File: config.mk
export PLATFORM = sky130hd
export DESIGN_NAME = positional_list_engine
export DESIGN_NICKNAME = d
export VERILOG_FILES = /design/src/hdl/ple_pkg.sv /design/src/hdl/ple_ram.sv /design/src/hdl/positional_list_engine.sv
export SDC_FILE = /design/constraint.sdc
export NUM_CORES = 1
export LEC_CHECK = 0
export BUFFER_PORTS_ARGS = -buffer_cell sky130_fd_sc_hd__buf_2
export CAP_MARGIN = 0
export CORE_MARGIN = 2
export CORE_UTILIZATION = 60
export DETAILED_ROUTE_END_ITERATION = 7
export PLACE_DENSITY = 0.77
export SYNTH_ARGS = -nofsm -noshare
export SYNTH_HDL_FRONTEND = slang
export SYNTH_SLANG_ARGS = --single-unit
File: constraint.sdc
create_clock -name clk -period 5.9 [get_ports clk]
set_clock_uncertainty 0.15 [all_clocks]
set_input_delay 0.295 -clock clk [delete_from_list [all_inputs] [get_ports clk]]
set_output_delay 0.295 -clock clk [all_outputs]
set_load 0.01 [all_outputs]
File: src/hdl/ple_pkg.sv
// shared types and constants for the positional list engine
// no dependencies; imported by ple_ram users and the top level
`default_nettype none

package ple_pkg;

    localparam int unsigned ACTION_W = 3;
    localparam int unsigned VALUE_W  = 32;
    localparam int unsigned POS_W    = 5;
    localparam int unsigned STATUS_W = 2;
    localparam int unsigned COUNT_W  = 5;

    typedef enum logic [ACTION_W-1:0] {
        ACT_INS_FRONT = 3'd0,
        ACT_INS_BACK  = 3'd1,
        ACT_INS_POS   = 3'd2,
        ACT_DEL_FRONT = 3'd3,
        ACT_DEL_BACK  = 3'd4,
        ACT_DEL_POS   = 3'd5
    } ple_action_t;

    typedef enum logic [STATUS_W-1:0] {
        STAT_OK    = 2'd0,
        STAT_FULL  = 2'd1,
        STAT_EMPTY = 2'd2,
        STAT_RANGE = 2'd3
    } ple_status_t;

    typedef enum logic [1:0] {
        ST_IDLE = 2'd0,
        ST_INS  = 2'd1,
        ST_DEL  = 2'd2,
        ST_DONE = 2'd3
    } ple_state_t;

    typedef struct packed {
        logic [ACTION_W-1:0]       action;
        logic signed [VALUE_W-1:0] value;
        logic [POS_W-1:0]          position;
    } ple_in_t;

    typedef struct packed {
        ple_status_t               status;
        logic signed [VALUE_W-1:0] removed_value;
        logic [COUNT_W-1:0]        count;
    } ple_out_t;

endpackage

`default_nettype wire

File: src/hdl/ple_ram.sv
// generic simple dual port ram, one write and one registered read port
// no dependencies
`default_nettype none

module ple_ram #(
    parameter int unsigned WIDTH = 32,
    parameter int unsigned DEPTH = 16
) (
    input  wire logic                     clk,
    input  wire logic                     we,
    input  wire logic [$clog2(DEPTH)-1:0] waddr,
    input  wire logic [WIDTH-1:0]         wdata,
    input  wire logic                     re,
    input  wire logic [$clog2(DEPTH)-1:0] raddr,
    output logic      [WIDTH-1:0]         rdata
);

    logic [WIDTH-1:0] mem [DEPTH];

    always_ff @(posedge clk)
    begin
        if (we)
        begin
            mem[waddr] <= wdata;
        end
        if (re)
        begin
            rdata <= mem[raddr];
        end
    end

endmodule

`default_nettype wire

File: src/hdl/positional_list_engine.sv
// top level of the positional list engine: control fsm around one element ram
// depends on ple_pkg and ple_ram
`default_nettype none

// channel  | valid     | stall     | payload
// input    | in_valid  | in_stall  | in_data  (ple_in_t: action, value, position)
// output   | out_valid | out_stall | out_data (ple_out_t: status, removed_value, count)
//
// one item at a time; elements live in one ram with a registered read.
// an insert at slot k moves the elements from slot k to the tail back one slot, tail
// first, then writes the new value at slot k; a delete reads slot k and shifts the later
// elements forward, one element a cycle; a rejected or unknown action goes to the result.
// reset clears the count and control only; ram contents are don't-care until written.
// a waiting result sits in the output register while the next item is taken.

module positional_list_engine
    import ple_pkg::*;
#(
    parameter int unsigned DEPTH = 16
) (
    input  wire logic    clk,
    input  wire logic    rst_n,
    input  wire logic    in_valid,
    output logic         in_stall,
    input  wire ple_in_t in_data,
    output logic         out_valid,
    input  wire logic    out_stall,
    output ple_out_t     out_data
);

    localparam int unsigned AW   = $clog2(DEPTH);
    localparam int unsigned CW   = $clog2(DEPTH + 1);
    localparam int unsigned CMPW = ((CW > POS_W) ? CW : POS_W) + 1;

    ple_state_t           state_reg, state_next;
    logic [CW-1:0]        count_reg, count_next;
    logic [CW-1:0]        ptr_reg, ptr_next;
    logic [CW-1:0]        idx_reg, idx_next;
    logic [VALUE_W-1:0]   val_reg, val_next;
    logic [VALUE_W-1:0]   removed_reg, removed_next;
    ple_status_t          status_reg, status_next;
    logic                 lat_wr_reg, lat_wr_next;
    logic                 lat_cap_reg, lat_cap_next;
    logic [CW-1:0]        lat_waddr_reg, lat_waddr_next;
    logic                 out_valid_reg, out_valid_next;
    ple_out_t             out_data_reg, out_data_next;

    logic                 rd_en;
    logic [AW-1:0]        rd_addr;
    logic [VALUE_W-1:0]   rd_data;
    logic                 wr_en;
    logic [AW-1:0]        wr_addr;
    logic [VALUE_W-1:0]   wr_data;

    logic [POS_W-1:0]     pos_adj;
    logic [CMPW-1:0]      pos_ext;
    logic [CMPW-1:0]      count_ext;
    logic [CW-1:0]        pos_idx;
    logic [CW-1:0]        ptr_m1;
    logic                 is_full;
    logic                 is_empty;

    ple_ram #(
        .WIDTH (VALUE_W),
        .DEPTH (DEPTH)
    ) u_store (
        .clk   (clk),
        .we    (wr_en),
        .waddr (wr_addr),
        .wdata (wr_data),
        .re    (rd_en),
        .raddr (rd_addr),
        .rdata (rd_data)
    );

    // position zero acts as one
    assign pos_adj   = (in_data.position == '0) ? POS_W'(1) : in_data.position;
    assign pos_ext   = CMPW'(pos_adj);
    assign count_ext = CMPW'(count_reg);
    assign pos_idx   = CW'(pos_adj - POS_W'(1));
    assign ptr_m1    = ptr_reg - CW'(1);
    assign is_full   = (count_reg == CW'(DEPTH));
    assign is_empty  = (count_reg == '0);

    assign in_stall  = (state_reg != ST_IDLE);
    assign out_valid = out_valid_reg;
    assign out_data  = out_data_reg;

    always_comb
    begin
        state_next     = state_reg;
        count_next     = count_reg;
        ptr_next       = ptr_reg;
        idx_next       = idx_reg;
        val_next       = val_reg;
        removed_next   = removed_reg;
        status_next    = status_reg;
        lat_wr_next    = 1'b0;
        lat_cap_next   = 1'b0;
        lat_waddr_next = lat_waddr_reg;
        out_valid_next = out_valid_reg;
        out_data_next  = out_data_reg;
        rd_en          = 1'b0;
        rd_addr        = '0;
        wr_en          = 1'b0;
        wr_addr        = lat_waddr_reg[AW-1:0];
        wr_data        = rd_data;

        if (out_valid_reg && !out_stall)
        begin
            out_valid_next = 1'b0;
        end

        // element moved one slot: read last cycle, written now
        if (lat_wr_reg)
        begin
            wr_en = 1'b1;
        end
        if (lat_cap_reg)
        begin
            removed_next = rd_data;
        end

        case (state_reg)
            ST_IDLE:
            begin
                if (in_valid)
                begin
                    status_next  = STAT_OK;
                    removed_next = '0;
                    val_next     = in_data.value;
                    ptr_next     = count_reg;
                    state_next   = ST_DONE;
                    case (ple_action_t'(in_data.action))
                        ACT_INS_FRONT:
                        begin
                            if (is_full)
                            begin
                                status_next = STAT_FULL;
                            end
                            else
                            begin
                                idx_next   = '0;
                                state_next = ST_INS;
                            end
                        end
                        ACT_INS_BACK:
                        begin
                            if (is_full)
                            begin
                                status_next = STAT_FULL;
                            end
                            else
                            begin
                                idx_next   = count_reg;
                                state_next = ST_INS;
                            end
                        end
                        ACT_INS_POS:
                        begin
                            if (is_full)
                            begin
                                status_next = STAT_FULL;
                            end
                            else if (pos_ext > count_ext + CMPW'(1))
                            begin
                                status_next = STAT_RANGE;
                            end
                            else
                            begin
                                idx_next   = pos_idx;
                                state_next = ST_INS;
                            end
                        end
                        ACT_DEL_FRONT:
                        begin
                            if (is_empty)
                            begin
                                status_next = STAT_EMPTY;
                            end
                            else
                            begin
                                idx_next   = '0;
                                ptr_next   = '0;
                                state_next = ST_DEL;
                            end
                        end
                        ACT_DEL_BACK:
                        begin
                            if (is_empty)
                            begin
                                status_next = STAT_EMPTY;
                            end
                            else
                            begin
                                idx_next   = count_reg - CW'(1);
                                ptr_next   = count_reg - CW'(1);
                                state_next = ST_DEL;
                            end
                        end
                        ACT_DEL_POS:
                        begin
                            if (is_empty)
                            begin
                                status_next = STAT_EMPTY;
                            end
                            else if (pos_ext > count_ext)
                            begin
                                status_next = STAT_RANGE;
                            end
                            else
                            begin
                                idx_next   = pos_idx;
                                ptr_next   = pos_idx;
                                state_next = ST_DEL;
                            end
                        end
                        default:
                        begin
                            state_next = ST_DONE;
                        end
                    endcase
                end
            end

            ST_INS:
            begin
                // walk down from the tail, moving each element back one slot
                if (ptr_reg != idx_reg)
                begin
                    rd_en          = 1'b1;
                    rd_addr        = ptr_m1[AW-1:0];
                    lat_wr_next    = 1'b1;
                    lat_waddr_next = ptr_reg;
                    ptr_next       = ptr_m1;
                end
                else if (!lat_wr_reg)
                begin
                    wr_en      = 1'b1;
                    wr_addr    = idx_reg[AW-1:0];
                    wr_data    = val_reg;
                    count_next = count_reg + CW'(1);
                    state_next = ST_DONE;
                end
            end

            ST_DEL:
            begin
                // first read fetches the removed element, later ones shift forward
                if (ptr_reg != count_reg)
                begin
                    rd_en   = 1'b1;
                    rd_addr = ptr_reg[AW-1:0];
                    if (ptr_reg == idx_reg)
                    begin
                        lat_cap_next = 1'b1;
                    end
                    else
                    begin
                        lat_wr_next    = 1'b1;
                        lat_waddr_next = ptr_m1;
                    end
                    ptr_next = ptr_reg + CW'(1);
                end
                else if (!lat_wr_reg && !lat_cap_reg)
                begin
                    count_next = count_reg - CW'(1);
                    state_next = ST_DONE;
                end
            end

            ST_DONE:
            begin
                if (!out_valid_reg || !out_stall)
                begin
                    out_valid_next              = 1'b1;
                    out_data_next.status        = status_reg;
                    out_data_next.removed_value = removed_reg;
                    out_data_next.count         = COUNT_W'(count_reg);
                    state_next                  = ST_IDLE;
                end
            end

            default:
            begin
                state_next = ST_IDLE;
            end
        endcase
    end

    always_ff @(posedge clk or negedge rst_n)
    begin
        if (!rst_n)
        begin
            state_reg     <= ST_IDLE;
            count_reg     <= '0;
            lat_wr_reg    <= 1'b0;
            lat_cap_reg   <= 1'b0;
            out_valid_reg <= 1'b0;
        end
        else
        begin
            state_reg     <= state_next;
            count_reg     <= count_next;
            lat_wr_reg    <= lat_wr_next;
            lat_cap_reg   <= lat_cap_next;
            out_valid_reg <= out_valid_next;
        end
    end

    always_ff @(posedge clk)
    begin
        ptr_reg       <= ptr_next;
        idx_reg       <= idx_next;
        val_reg       <= val_next;
        removed_reg   <= removed_next;
        status_reg    <= status_next;
        lat_waddr_reg <= lat_waddr_next;
        out_data_reg  <= out_data_next;
    end

endmodule

`default_nettype wire
==> results of run 1 <==
==> how the worst max path moves through the flow <==
stage / endpoint / slack (ps) / depth (start not counted)
after global routing: u_store.mem[3][6]$_DFFE_PP_ / 1150 / 7
after CTS: u_store.mem[8][14]$_DFFE_PP_ / 1370 / 7
after floorplan: out_data[0]$_DFFE_PP_ / 1790 / 2
final: u_store.mem[3][13]$_DFFE_PP_ / 1340 / 7
after global placement: u_store.mem[8][22]$_DFFE_PP_ / 1540 / 7
after detailed placement: u_store.mem[8][19]$_DFFE_PP_ / 1430 / 7
==> final cells by class <==
class	instances	area, µm²	area share
clock inverters	29	256.5	0.008548
multi-input cells	658	6297	0.2099
flip-flops and latches	673	19840	0.6612
well taps	585	732.0	0.02439
clock buffers	92	1851	0.06167
inverters	24	90.09	0.003002
repair buffers	138	938.4	0.03127
==> cell families (layout without fill, tap and decap cells) <==
| group | Yosys count | count (layout) |
|---|---|---|
| muxes | 165 | 165 |
| adders and majority gates | 21 | 21 |
| DFF | 673 | 673 |
| buffers and inverters | 102 | 283 |
| and+or+nand+nor | 281 | 281 |
| AOI/OAI and AO/OA | 162 | 162 |
| xor gates and xnor gates | 29 | 29 |
==> worst max-delay path, cell delays in order (launching register included) <==
cell	delay, ps
dfrtp_1	440
inv_1	110
ha_1	390
inv_1	170
or4_2	1200
nor3_1	380
a31oi_1	250
nor2_4	1050
==> per-layer routing <==
layer  routed length, µm  vias up
met5                   0        -
met4                1376        0
met3                4457      112
met2               28940      683
met1               23360     7118
li1                    -     5952
==> what timing repair did <==
action | in CTS | in global routing
hold buffers | 35 | 0
buffers inserted | 0 | 0
hold endpoints to repair | 43 | 0
==> report_power, final <==
group	switching (mW)	internal, mW
Clock	1.76	2.34
Sequential	0.354	6.69
Combinational	3.20	1.83
==> layout by cell type (no fill, tap or decap), drive strengths merged, types with 14 or more instances in the layout <==
cell and count:
edfxtp 631, nand2 168, mux4 128, buf 103, clkbuf 92, a22oi 70
nor2 70, mux2i 36, dlygate4sd3 35, dfxtp 32, inv 26, o21ai 24
xnor2 23, clkinv 23, ha 21, a21oi 14
==> per-stage QoR <==
step	power [mW]	area [µm²]	std cells	hold slack (ps)
after floorplan	10.47	26410	1433	-150.6
final	16.17	30010	2199	132.4
after global placement	11.89	27550	2043	40.10
after global routing	16.86	30010	2199	165.6
after detailed placement	12.05	27550	2043	42.64
after CTS	16.22	30010	2199	130.8
==> run summary, run 1 <==
Die W - 213.8 µm
post-synthesis async set-or-reset flop share - 0.01486
drt first pass iters - 5
max FFs per register - 512
Final ANT Viol Nets - 0
Post-Route WL - 58.14 mm
Post-synth EDFFs - 631
Skew-Pair Late Insertion Delay - 600 ps
count leader, synth - edfxtp_1
Area contributors post-synth - edfxtp_1 72%, mux4_2 11%, dfxtp_1 2.4%, nand2_1 2.4%, a22oi_1 2.0%
GP Congestion - 0.8677
final setup violation count - 0
HPWL Detailed - 31.44 mm
critical path class - flop to flop
Slew Limit Fails - 0
CORE AREA - 0.04327 mm²
post-route minimum period - 4556 ps
clock-pin slew on the worst setup and hold paths - 70 ps
Starting Density - 0.6103
row count - 76
grt met1 use - 0.3714
Die Height - 213.8 µm
CP Launch Point - state_reg[1]$_DFFE_PN0P_
worst reg2reg path endpoint - u_store.mem[3][13]$_DFFE_PP_
post-synthesis sequential area ratio - 0.7513
CTS HTree Levels - 3
Vias/cell - 6.305
Least-Margin Pin Slew - 1374 ps
Peak Freq - 219.5 MHz
Die ar. - 0.04570 mm²
Req. time, crit path - 5940 ps
port bufs - 84
Hold Path Depth - 2
Compound-Gate Fraction of Synth Area - 0.04335
CTS Buf Count - 66
maximum vdd drop - 0.3955 mV
Pwr Density - 538.9 mW/mm²
max_cap viols - 0
detailed-route via count - 13,865
final period utilization - 0.7721
#FFs+latches synth - 673
startpoint class of the critical path - flop
Mapped Area - 0.02641 mm²
IO Pins - 85
vias in the first global route - 14,036
Top Usage Layer GRT - met2
DR WL/cell - 26.44 µm
CP endpoint kind - flop
# fillers - 2,604
post-CTS sizing - 0
xor/xnor share of the synthesized area - 0.009903
setup tns final - 0 ps
Pleak - 9.882 nW
number of diodes - 0
hold path endpoint - idx_reg[4]$_DFFE_PP_
antenna violations before repair - 0
setup ws final - 1344 ps
Setup WS pre-CTS - 1433 ps
nets - 1,626
clk sinks - 673
Util after Layout - 0.6935
GR Overflow Total - 0
Root Buffer - clkbuf_16
crit path DAT - 4600 ps
DRC - 0
relative slew slack - 0.08185
CTS tree - done
status - finished clean
GR Util All Layers - 0.2639
met2 usage - 0.4334
top cell type's share of synthesized area - 0.7176
pin count of the biggest net entering global routing - 98
dominant cell type by area after synthesis - edfxtp_1
Max Root-Sink Buffers - 3
met3 Track Usage GR - 0.04540
adder-cell share of the synthesized area - 0.009950
Hold Path Origin - in_data[38]
multiplexer share of the synthesized area - 0.1232
share of cells above drive strength 1 - 0.2243
Mean Syn Cell Area - 18.43 µm²
synth unique cells - 64
synthesized instance count - 1,433
final hold vios - 0
Top FF cell, synth - edfxtp_1
Hold Crit Class - primary input to flop
Post-synth top cells - 631 x edfxtp_1, 168 x nand2_1, 128 x mux4_2
unrepaired setup endpoints after global routing - no
largest family of logic cells by synthesized area - multiplexers
Simple-Gate Fraction of Synth Area - 0.04411
Synthesized Nets - 1,498
Worst Path Max Fanout - 39
Worst R2R Start - state_reg[1]$_DFFE_PN0P_
first-pass GRT wire length - 87.04 mm
synth warn - 0
Worst Reg-to-Reg Cells - 7
area delta synth->final - 13.63%
FF-to-FF setup slack - 1340 ps
DR iter-0 viols - 1,672
No activity file was read; power rests on OpenSTA's default activity.
==> run 2: changes to the inputs <==
==> constraint.sdc (replaced) <==
create_clock -name clk -period 4.36 [get_ports clk]
set_clock_uncertainty 0.15 [all_clocks]
set_input_delay 0.218 -clock clk [delete_from_list [all_inputs] [get_ports clk]]
set_output_delay 0.218 -clock clk [all_outputs]
set_load 0.01 [all_outputs]
==> run 2 against run 1 <==
Net effect:
- highest routed layer is now met5
- global-route usage rose by 0.82 points
- first-iteration DRC count is 6.0% lower
- worst setup slack worse by 840 ps
- non-clock buffer count is 33 higher
- critical endpoint is now u_store.mem[10][23]$_DFFE_PP_
- combinational power up 41%
==> run summary, run 2 (synthesized netlist as in run 1, its figures left out) <==
Worst Reg-to-Reg Cells - 7
relative slew slack - 0.2304
detailed-route via count - 13,985
Setup WS pre-CTS - 524.7 ps
post-route minimum period - 3851 ps
Worst Path Max Fanout - 19
Slew Limit Fails - 0
fin cells - 2,232
WHS - 30.64 ps
Top Usage Layer GRT - met2
nets - 1,660
Sw Ratio - 0.3253
placed insts - 2,075
max_cap viols - 0
Req. time, crit path - 4530 ps
final period utilization - 0.8833
drt first pass iters - 6
startpoint class of the critical path - flop
final setup violation count - 0
maximum vdd drop - 0.4873 mV
area delta synth->final - 15.09%
Skew-Pair Late Insertion Delay - 600 ps
max FFs per register - 512
Die Height - 213.8 µm
DRC - 0
status - finished clean
critical path class - flop to flop
IO Pins - 85
HPWL Detailed - 34.18 mm
CTS HTree Levels - 3
Post-Route WL - 59.47 mm
Hold Path Depth - 3
Peak Freq - 259.6 MHz
met3 Track Usage GR - 0.05858
GR Util All Layers - 0.2721
CTS Buf Count - 67
clk sinks - 673
met2 usage - 0.4233
setup ws final - 508.6 ps
Pleak - 10.07 nW
Root Buffer - clkbuf_16
row count - 76
GR Overflow Total - 0
pin count of the biggest net entering global routing - 47
clock-pin slew on the worst setup and hold paths - 60 ps
antenna violations before repair - 1
Util after Layout - 0.7024
first-pass GRT wire length - 89.39 mm
DR WL/cell - 26.65 µm
vias in the first global route - 14,430
most common cell after layout, fill and taps aside - edfxtp_1
Die W - 213.8 µm
crit path DAT - 4020 ps
unrepaired setup endpoints after global routing - no
Vias/cell - 6.266
Least-Margin Pin Slew - 1152 ps
clock share of power - 0.249
Cell Area, Placed - 0.02794 mm²
CORE AREA - 0.04327 mm²
CP endpoint kind - flop
Power, Total - 22.09 mW
combinational fraction of design power - 0.321
GP Congestion - 0.8963
Max Root-Sink Buffers - 3
post-route cell area - 0.03039 mm²
P_int - 14.91 mW
DR iter-0 viols - 1,571
Hold Crit Class - primary input to flop
share of cells above drive strength 1 - 0.2412
Pwr Density - 727.0 mW/mm²
final hold vios - 0
Final ANT Viol Nets - 0
setup tns final - 0 ps
port bufs - 84
grt met1 use - 0.3850
Starting Density - 0.6103
NetSw - 7.187 mW
Die ar. - 0.04570 mm²
CTS tree - done
commonest non-fill, non-tap cells in the layout - 631 x edfxtp_1, 168 x nand2_1, 128 x mux4_2
sequential share of power - 0.429
-- run 2: cell types whose count changed in the layout (fill, tap and decap cells not counted) --
cell / before / now
buf_12: 2 / 14
buf_4: 17 / 37
clkbuf_1: 17 / 13
clkbuf_16: 67 / 69
clkbuf_8: 8 / 4
clkinv_2: 12 / 17
clkinv_4: 1 / 0
clkinv_8: 2 / 0
clkinvlp_4: 1 / 6
diode_2: 0 / 1
dlygate4sd3_1: 35 / 36
inv_6: 4 / 2
-- run 2: area by class of cell --
cell class	instances	area, µm²
Antenna cell	1	2.502
Clock buffer	86	1831
Clock inverter	34	260.3
Fill cell	2561	12870
Inverter	24	90.09
Multi-Input combinational cell	658	6297
Sequential cell	673	19840
Tap cell	585	732.0
Timing Repair Buffer	171	1339
-- run 2: worst max-delay path, stage by stage (launching register included) --
cell      delay (ps)
edfxtp_1         550
xnor2_1          270
nand3_2          210
or4_2            720
buf_4            250
a31oi_1          710
nor2_4           350
buf_4            340
-- run 2: power groups by stage --
| stage | clock network [mW] | logic, mW | registers (mW) |
|---|---|---|---|
| 2_1_floorplan | 0 | 4.71 | 9.46 |
| 5_1_grt | 5.82 | 7.67 | 9.57 |
| 6_report | 5.51 | 7.10 | 9.48 |
| 4_1_cts | 5.58 | 7.11 | 9.48 |
| 3_5_place_dp | 0 | 7.00 | 9.60 |
| 3_3_place_gp | 0 | 6.81 | 9.56 |
-- run 2: path summary, 6_finish.rpt --
kind | startpoint | to | slack (ps)
setup / recovery | ptr_reg[3]$_DFFE_PP_ | u_store.mem[10][23]$_DFFE_PP_ | 510
hold / removal | in_valid | removed_reg[0]$_DFF_P_ | 30
setup reg to reg | ptr_reg[3]$_DFFE_PP_ | u_store.mem[10][23]$_DFFE_PP_ | 510
hold reg to reg | status_reg[0]$_DFFE_PP_ | out_data[37]$_DFFE_PP_ | 270
max in group asynchronous | rst_n | lat_cap_reg$_DFF_PN0_ | 3090
min in group asynchronous | rst_n | count_reg[4]$_DFFE_PN0P_ | 560
-- run 2: metal layers --
metal | up-vias | part of all wire
met5 | - | 0.00022
met2 | 701 | 0.48
met4 | 2 | 0.032
li1 | 6035 | -
met3 | 126 | 0.089
met1 | 7121 | 0.40
-- run 2: timing repair --
item,in CTS,in global routing
endpoints found under the hold margin,55,0
buffers inserted,0,0
resized for setup,0,0
hold buffers,36,0
